File: config.mk
export PLATFORM = sky130hd
export DESIGN_NAME = mmrb_decode
export DESIGN_NICKNAME = d
export VERILOG_FILES = /design/src/hdl/mmrb_pkg.sv /design/src/hdl/mmrb_decode.sv
export SDC_FILE = /design/constraint.sdc
export NUM_CORES = 1
export LEC_CHECK = 0
export ABC_CLOCK_PERIOD_IN_PS = 8100
export BUFFER_PORTS_ARGS = -buffer_cell sky130_fd_sc_hd__buf_2
export CAP_MARGIN = 0
export CORE_AREA = 2 2 53 105
export DETAILED_ROUTE_END_ITERATION = 8
export DIE_AREA = 0 0 55 107
export PLACE_DENSITY = 0.89
export REMOVE_ABC_BUFFERS = 1
export SETUP_SLACK_MARGIN = 0.2
export SLEW_MARGIN = 20
export SYNTH_ARGS = -nofsm -noshare
export SYNTH_HDL_FRONTEND = slang
export SYNTH_SLANG_ARGS = --single-unit
File: constraint.sdc
create_clock -name vclk -period 8.1
set_input_delay 1.215 -clock vclk [all_inputs]
set_output_delay 1.215 -clock vclk [all_outputs]
set_load 0.01 [all_outputs]
File: src/hdl/mmrb_pkg.sv
package mmrb_pkg;

    // internal ram geometry
    localparam int RAM_DEPTH = 2048;
    localparam int RAM_AW    = $clog2(RAM_DEPTH);
    localparam int SIZE_W    = $clog2(RAM_DEPTH + 1);

    // result target codes
    localparam logic [1:0] TGT_INSIDE = 2'd0;
    localparam logic [1:0] TGT_PORT   = 2'd1;
    localparam logic [1:0] TGT_EXT    = 2'd2;

    // configuration register indexes
    localparam logic CFG_EXT_IO   = 1'b0;
    localparam logic CFG_RAM_SIZE = 1'b1;

    // reset values
    localparam logic [15:0] REG_BASE_RST = 16'h1000;
    localparam logic [11:0] RAM_SIZE_RST = 12'd1280;

    typedef struct packed {
        logic [1:0]  target;
        logic [3:0]  port;
        logic [15:0] ext_address;
        logic        ext_write;
        logic [7:0]  ext_data;
        logic [7:0]  read_data;
    } t_result;

    typedef struct packed {
        logic tflg_we;
        logic adctl_we;
        logic init_we;
        logic ram_we;
        logic ram_rd;
    } t_upd;

endpackage

File: src/hdl/mmrb_decode.sv
module mmrb_decode (
    input  logic                   i_kind,
    input  logic [15:0]            i_address,
    input  logic [7:0]             i_write_data,
    input  logic                   i_extended_io,
    input  logic [11:0]            i_ram_size,
    input  logic [15:0]            i_register_base,
    input  logic [15:0]            i_ram_base,
    input  logic [7:0]             i_adc_control,
    input  logic [7:0]             i_timer_flags,
    output mmrb_pkg::t_result      o_res,
    output mmrb_pkg::t_upd         o_upd,
    output logic [mmrb_pkg::RAM_AW-1:0] o_ram_idx
);
    import mmrb_pkg::*;

    localparam logic [7:0] OFF_PORT_A = 8'h00;
    localparam logic [7:0] OFF_PORT_B = 8'h04;
    localparam logic [7:0] OFF_PORT_C = 8'h03;
    localparam logic [7:0] OFF_PORT_D = 8'h08;
    localparam logic [7:0] OFF_PORT_E = 8'h0a;
    localparam logic [7:0] OFF_PORT_G = 8'h7e;
    localparam logic [7:0] OFF_PORT_H = 8'h7c;
    localparam logic [7:0] OFF_SPI2   = 8'h8a;
    localparam logic [7:0] OFF_TFLG   = 8'h23;
    localparam logic [7:0] OFF_ADCTL  = 8'h30;
    localparam logic [7:0] OFF_ADR1   = 8'h31;
    localparam logic [7:0] OFF_ADR4   = 8'h34;
    localparam logic [7:0] OFF_INIT   = 8'h3d;
    localparam logic [7:0] OFF_OPT74  = 8'h74;
    localparam logic [7:0] OFF_OPT89  = 8'h89;

    localparam logic [3:0] PORT_A = 4'd0;
    localparam logic [3:0] PORT_B = 4'd1;
    localparam logic [3:0] PORT_C = 4'd2;
    localparam logic [3:0] PORT_D = 4'd3;
    localparam logic [3:0] PORT_E = 4'd4;
    localparam logic [3:0] PORT_G = 4'd5;
    localparam logic [3:0] PORT_H = 4'd6;
    localparam logic [3:0] PORT_SPI2 = 4'd7;

    logic [16:0]       win;
    logic [16:0]       win_end;
    logic              in_win;
    logic [SIZE_W-1:0] size;
    logic [15:0]       ram_off;
    logic              in_ram;
    logic [7:0]        off;
    logic              is_port;
    logic [3:0]        port_no;
    logic [7:0]        adr_sel;
    logic [2:0]        chan;

    always_comb begin
        win     = i_extended_io ? 17'h00100 : 17'h00040;
        win_end = {1'b0, i_register_base} + win;
        in_win  = (i_address >= i_register_base) && ({1'b0, i_address} < win_end);

        // ram_size saturates at the physical depth
        size = ({1'b0, i_ram_size} > (SIZE_W+1)'(RAM_DEPTH)) ? SIZE_W'(RAM_DEPTH)
                                                             : SIZE_W'(i_ram_size);
        ram_off = i_address - i_ram_base;
        in_ram  = (i_address >= i_ram_base) && (ram_off < 16'(size));
        o_ram_idx = ram_off[RAM_AW-1:0];

        off = i_address[7:0];
        is_port = 1'b1;
        unique case (off)
            OFF_PORT_A: port_no = PORT_A;
            OFF_PORT_B: port_no = PORT_B;
            OFF_PORT_C: port_no = PORT_C;
            OFF_PORT_D: port_no = PORT_D;
            OFF_PORT_E: port_no = PORT_E;
            OFF_PORT_G: port_no = PORT_G;
            OFF_PORT_H: port_no = PORT_H;
            OFF_SPI2:   port_no = PORT_SPI2;
            default: begin
                port_no = PORT_A;
                is_port = 1'b0;
            end
        endcase

        // scan mode walks channels within the selected group of four
        adr_sel = off - OFF_ADR1;
        chan = i_adc_control[4] ? {i_adc_control[2], adr_sel[1:0]} : i_adc_control[2:0];

        o_res = '0;
        o_upd = '0;
        if (in_win) begin
            if (is_port) begin
                o_res.target = TGT_PORT;
                o_res.port   = port_no;
                if (i_kind) begin
                    o_res.ext_write = 1'b1;
                    o_res.ext_data  = i_write_data;
                end
            end else if (!i_kind && off >= OFF_ADR1 && off <= OFF_ADR4) begin
                o_res.target = TGT_PORT;
                o_res.port   = {1'b1, chan};
            end else if (i_kind) begin
                o_upd.tflg_we  = (off == OFF_TFLG);
                o_upd.adctl_we = (off == OFF_ADCTL);
                o_upd.init_we  = (off == OFF_INIT);
            end else begin
                priority case (off)
                    OFF_TFLG:  o_res.read_data = i_timer_flags;
                    OFF_ADCTL: o_res.read_data = 8'h80;
                    OFF_OPT74: o_res.read_data = 8'h40;
                    OFF_OPT89: o_res.read_data = 8'h80;
                    default:   o_res.read_data = 8'h00;
                endcase
            end
        end else if (in_ram) begin
            o_upd.ram_we = i_kind;
            o_upd.ram_rd = !i_kind;
        end else begin
            o_res.target      = TGT_EXT;
            o_res.ext_address = i_address;
            if (i_kind) begin
                o_res.ext_write = 1'b1;
                o_res.ext_data  = i_write_data;
            end
        end
    end
endmodule

## Yosys cells after proc, flatten, opt, wreduce, memory -nomap -nowiden

Index checks and enable logic that the tools add are counted.

| word-level totals | value |
|---|---|
| bits of input ports | 86 |
| RAM bits | 0 |
| memories | 0 |
| word-level logic and storage cells | 56 |
| bits in latches | 0 |
| ROM bits | 0 |
| output and inout port bits | 55 |
| register bits after elaboration | 0 |

| operators by class | value |
|---|---|
| reduce and logical (&&, ||, !) cells | 8 |
| add/sub/neg operators | 3 |
| equal/unequal tests | 12 |
| $lt $le $gt $ge | 7 |
| mux-type cells | 26 |
| shift-type cells | 0 |
| bitwise logic cells | 0 |
| divide/modulo/power cells | 0 |
| multiply operators | 0 |

Operators with widths:

| cell | count |
|---|---|
| 2-to-1 mux 9 bit | 4 |
| >= comparator 16 bit | 2 |
| 2-to-1 mux 8 bit | 4 |
| 2-to-1 mux 25 bit | 1 |
| == test 8 x 6 -> 1 bit (second input constant) | 3 |
| == test 8 x 7 -> 1 bit (second input constant) | 3 |
| one-hot mux 8 bit (3 select lines) | 1 |
| one-hot mux 3 bit (7 select lines) | 1 |
| adder 16 x 9 -> 17 bit | 1 |
| less-than comparator 16 x 17 -> 1 bit | 1 |
| == test 8 x 4 -> 1 bit (second input constant) | 2 |
| == test 8 bit (second input constant) | 2 |
| less-than comparator 16 x 12 -> 1 bit | 1 |
| 2-to-1 mux 16 bit | 1 |
| subtractor 16 bit | 1 |
| greater-than comparator 12 bit (second input constant) | 1 |
| 2-to-1 mux 12 bit | 1 |
| 2-to-1 mux 3 bit | 4 |
| 2-to-1 mux 2 bit | 5 |
| 2-to-1 mux 5 bit | 2 |
| == test 8 x 2 -> 1 bit (second input constant) | 1 |
| == test 8 x 3 -> 1 bit (second input constant) | 1 |
| >= comparator 8 x 6 -> 1 bit (second input constant) | 1 |
| less-or-equal comparator 8 x 6 -> 1 bit (second input constant) | 1 |
| other kinds (8) | 11 |

## Depth between registers and ports, before layout

| logic depth | value |
|---|---|
| word-level depth | 7 |
| mapped depth | 19 |
| mapped depth without buffers | 18 |

## Worst setup path before layout

OpenSTA, ideal clock, no wires.

| timing | value |
|---|---|
| path kind | input-to-output |
| start point | input i_ram_base[6] |
| end point | output o_res[23] in the netlist's numbering |
| path buffers | 2 |
| slack | 2.214 ns |
| arrival time | 4.671 ns |
| cell stages on the path | 17 |
| path through | inv_1 -> ha_1 -> buf_6 -> a2111o_1 -> o21ai_0 -> o21bai_1 -> a21oi_1 -> xnor2_1 -> ha_1 -> a211o_1 -> o211ai_1 -> o211ai_1 -> a2111oi_0 -> mux2i_1 -> o31a_1 -> buf_6 -> and2_1 |

RTL lines:

| what | line | text |
|---|---|---|
| from (decl) | mmrb_decode.sv:8 | `input logic [15:0] i_ram_base,` |
| to (decl) | mmrb_decode.sv:11 | `output mmrb_pkg::t_result o_res,` |

==> impl_results.md <==
* Total instance count after detailed placement at 569
* Worst-case setup margin in the final layout at 1.639 ns
* Comb power frac at 100.0%
* Combinational family with the most area after synthesis: adder cells
* Share of final-layout standard cells stronger than drive strength 1 at 27.79%
* RSZ-0062 raised after global routing: no
* Sequential share of power at 0%
* Post-synthesis instance area at 2585 µm²
* Mapped Cells at 384
* Number of flip-flops and latches at 0
* Maximum fanout along the worst path at 17
* Footprint of the flip-flops and latches at 0 µm²
* Global-route usage over all layers at 26.47%
* Worst setup path startpoint: i_address[6]
* Nets at 660
* CTS hold repair buffers at 0
* Xor/xnor cell area share of the yosys netlist at 6.099%
* Commonest non-fill, non-tap cells in the layout: sky130_fd_sc_hd__buf_2 (137), sky130_fd_sc_hd__ha_1 (60), sky130_fd_sc_hd__inv_1 (51), sky130_fd_sc_hd__nand2_1 (38), sky130_fd_sc_hd__a21oi_1 (31)
* Number of antenna cells inserted at 0
* Detailed-route vias per instance at 5.663
* Net switching share of the total power at 55.67%
* Peak-usage layer in the global routing report: met2
* First-iteration detailed-routing DRC count at 45
* Setup crit start kind: primary input
* Fill cells at 488
* Worst hold path class: primary input to output port
* Input/output buffers at 137
* Core region area at 5092 µm²
* Number of clock buffers in the layout at 0
* Total power density per cell area at 72.65 nW/µm²
* Endpoint required time on the critical path at 6.88 ns
* Count of instances resized after the clock tree is built at 0
* Worst rel slew slack at 55.91%
* Leak at 1.888 nW
* Data arrival time of the worst path at 5.25 ns
* Share of synthesized area spent on multiplexers at 1.597%
* Die height at 107 µm
* Aggregate global routing overflow at 0
* Total die area at 5885 µm²
* Simple-Gate Fraction of Synth Area at 28.85%
* Overall die width at 55 µm
* GP Congestion at 0.8627
* GRT met2 Usage at 53.40%
* Effective utilization at floorplan at 50.76%
* Total DRC errors in the routed layout at 0
* Max VDD drop at 0.00004385 V
* Grt met1 use at 25.96%
* Kind of end point of the critical path: output port
* Detailed placer's ending HPWL at 6.815 mm
* Number of detailed-route iterations in the first pass at 4
* Worst-Margin Slew at 0.6590 ns
* Leading cell type in the layout, fill and taps excluded: sky130_fd_sc_hd__buf_2
* Boundary pin count at 141
* Hold path depth at 4
* Setup Viol. Count Final at 0
* Fmax at 154.8 MHz
* Clock power frac at 0%
* Setup WS pre-CTS at 1.642 ns
* Compound-gate portion of the synthesized area at 23.86%
* Post-synthesis to final-layout area growth at 27.25%
* Number of warning messages in the yosys log at 0
* Final count of hold timing violations at 0
* Core utilization of the finished layout at 64.59%
* Core Rows at 37
* # Post-CTS Setup Buffers at 0
* Global-route wire length before repair at 12.44 mm
* Result of the run: finished, final reports clean
* Global routing usage on met3 at 1.532%
* Layout Cells excl Fill at 569
* Number of distinct library cells after synthesis at 56
* Area taken by multi-input logic gates at 2332 µm²
* Number of max-cap violations at 0
* Count of final max-slew check failures at 0
* Summed negative setup slack over all endpoints at 0 ns
* Switching power summed over all nets at 133.0 µW
* Residual antenna-violating net count after detailed routing at 0
* Number of global-route vias before repair at 3150
* Critical path class: primary input to output port
* Largest net degree at the start of global routing at 18
* Initial antenna violation count at 0
* Routed wirelength normalized by instance count at 13.61 µm
* Adder and majority gate portion of the synthesized area at 29.82%
* Pint at 105.9 µW
* Sequential-to-total area share from yosys stat at 0%
* Drt total wl at 7.742 mm
* Portion of the clock cycle consumed by the worst path in the final layout at 79.76%
* Synthesized area per cell at 6.732 µm²
* Final min period at 6.461 ns
* Worst Min Path Start: i_timer_flags[2]
* Via count at 3222
power groups by stage:
stage	logic, mW	registers [mW]	clock network (mW)
floorplan	0.151	0	0
global placement	0.228	0	0
detailed placement	0.238	0	0
CTS	0.239	0	0
global route	0.271	0	0
finish	0.239	0	0
cells by family after synthesis:
family                     Yosys count
and+or+nand+nor                    146
adders and majority gates           61
buffers and inverters               62
AOI/OAI and AO/OA                   93
xor gates and xnor gates            18
muxes                                4
worst max-delay path: stages:
cell	delay, ns
sky130_fd_sc_hd__buf_2	0.18
sky130_fd_sc_hd__ha_1	0.42
sky130_fd_sc_hd__a2111o_1	0.46
sky130_fd_sc_hd__o21ai_0	0.27
sky130_fd_sc_hd__o21bai_1	0.10
sky130_fd_sc_hd__a21oi_1	0.17
sky130_fd_sc_hd__xnor2_1	0.18
sky130_fd_sc_hd__ha_1	0.29
sky130_fd_sc_hd__a211o_1	0.29
sky130_fd_sc_hd__o211ai_1	0.08
sky130_fd_sc_hd__o211ai_1	0.13
sky130_fd_sc_hd__a2111oi_0	0.38
sky130_fd_sc_hd__mux2i_1	0.21
sky130_fd_sc_hd__o31a_1	0.50
sky130_fd_sc_hd__and2_1	0.23
sky130_fd_sc_hd__buf_2	0.14
routing by layer:
layer,part of all wire [%],routed length [µm]
met5,0,0
met1,36,2808
met2,57,4387
met4,2.2,171
met3,4.8,375
final cells by class:
class / instances / area share (%)
Multi-Input combinational cell: 322 / 70.90
Tap cell: 58 / 2.206
Timing Repair Buffer: 138 / 21.07
Inverter: 51 / 5.820
synthesized netlist by cell type (3+ instances only):
| master | count | area [µm²] |
|---|---|---|
| sky130_fd_sc_hd__a211oi_1 | 4 | 30.03 |
| sky130_fd_sc_hd__nand2_1 | 38 | 142.6 |
| sky130_fd_sc_hd__and4_1 | 3 | 26.28 |
| sky130_fd_sc_hd__clkbuf_1 | 6 | 22.52 |
| sky130_fd_sc_hd__inv_1 | 51 | 191.4 |
| sky130_fd_sc_hd__and2_1 | 19 | 118.9 |
| sky130_fd_sc_hd__a21oi_1 | 31 | 155.2 |
| sky130_fd_sc_hd__ha_1 | 60 | 750.7 |
| sky130_fd_sc_hd__xnor2_1 | 14 | 122.6 |
| sky130_fd_sc_hd__nand2b_1 | 5 | 31.28 |
| sky130_fd_sc_hd__nand3_1 | 10 | 50.05 |
| sky130_fd_sc_hd__nor2_1 | 26 | 97.59 |
| sky130_fd_sc_hd__nor3_1 | 14 | 70.07 |
| sky130_fd_sc_hd__a21o_1 | 6 | 45.04 |
| sky130_fd_sc_hd__and3_1 | 7 | 43.79 |
| sky130_fd_sc_hd__mux2i_1 | 3 | 30.03 |
| sky130_fd_sc_hd__nor4_1 | 7 | 43.79 |
| sky130_fd_sc_hd__o21a_1 | 6 | 45.04 |
| sky130_fd_sc_hd__o211ai_1 | 6 | 45.04 |
| sky130_fd_sc_hd__nor2b_1 | 4 | 25.02 |
| sky130_fd_sc_hd__o21ai_0 | 15 | 75.07 |
| sky130_fd_sc_hd__nand4_1 | 5 | 31.28 |
| sky130_fd_sc_hd__xor2_1 | 4 | 35.03 |
per-stage QoR:
stage / cell area (µm²) / hold WS, ns / power [mW]
6_report: 3289 / 2.723 / 0.2390
3_5_place_dp: 3289 / 2.721 / 0.2382
3_3_place_gp: 3289 / 2.720 / 0.2284
5_1_grt: 3289 / 2.746 / 0.2706
4_1_cts: 3289 / 2.722 / 0.2390
2_1_floorplan: 2524 / 2.476 / 0.1513
path summary, 6_finish.rpt:
check and to:
max o_res[26], min o_res[2]
Note: power is estimated with default switching activity, not from simulation.
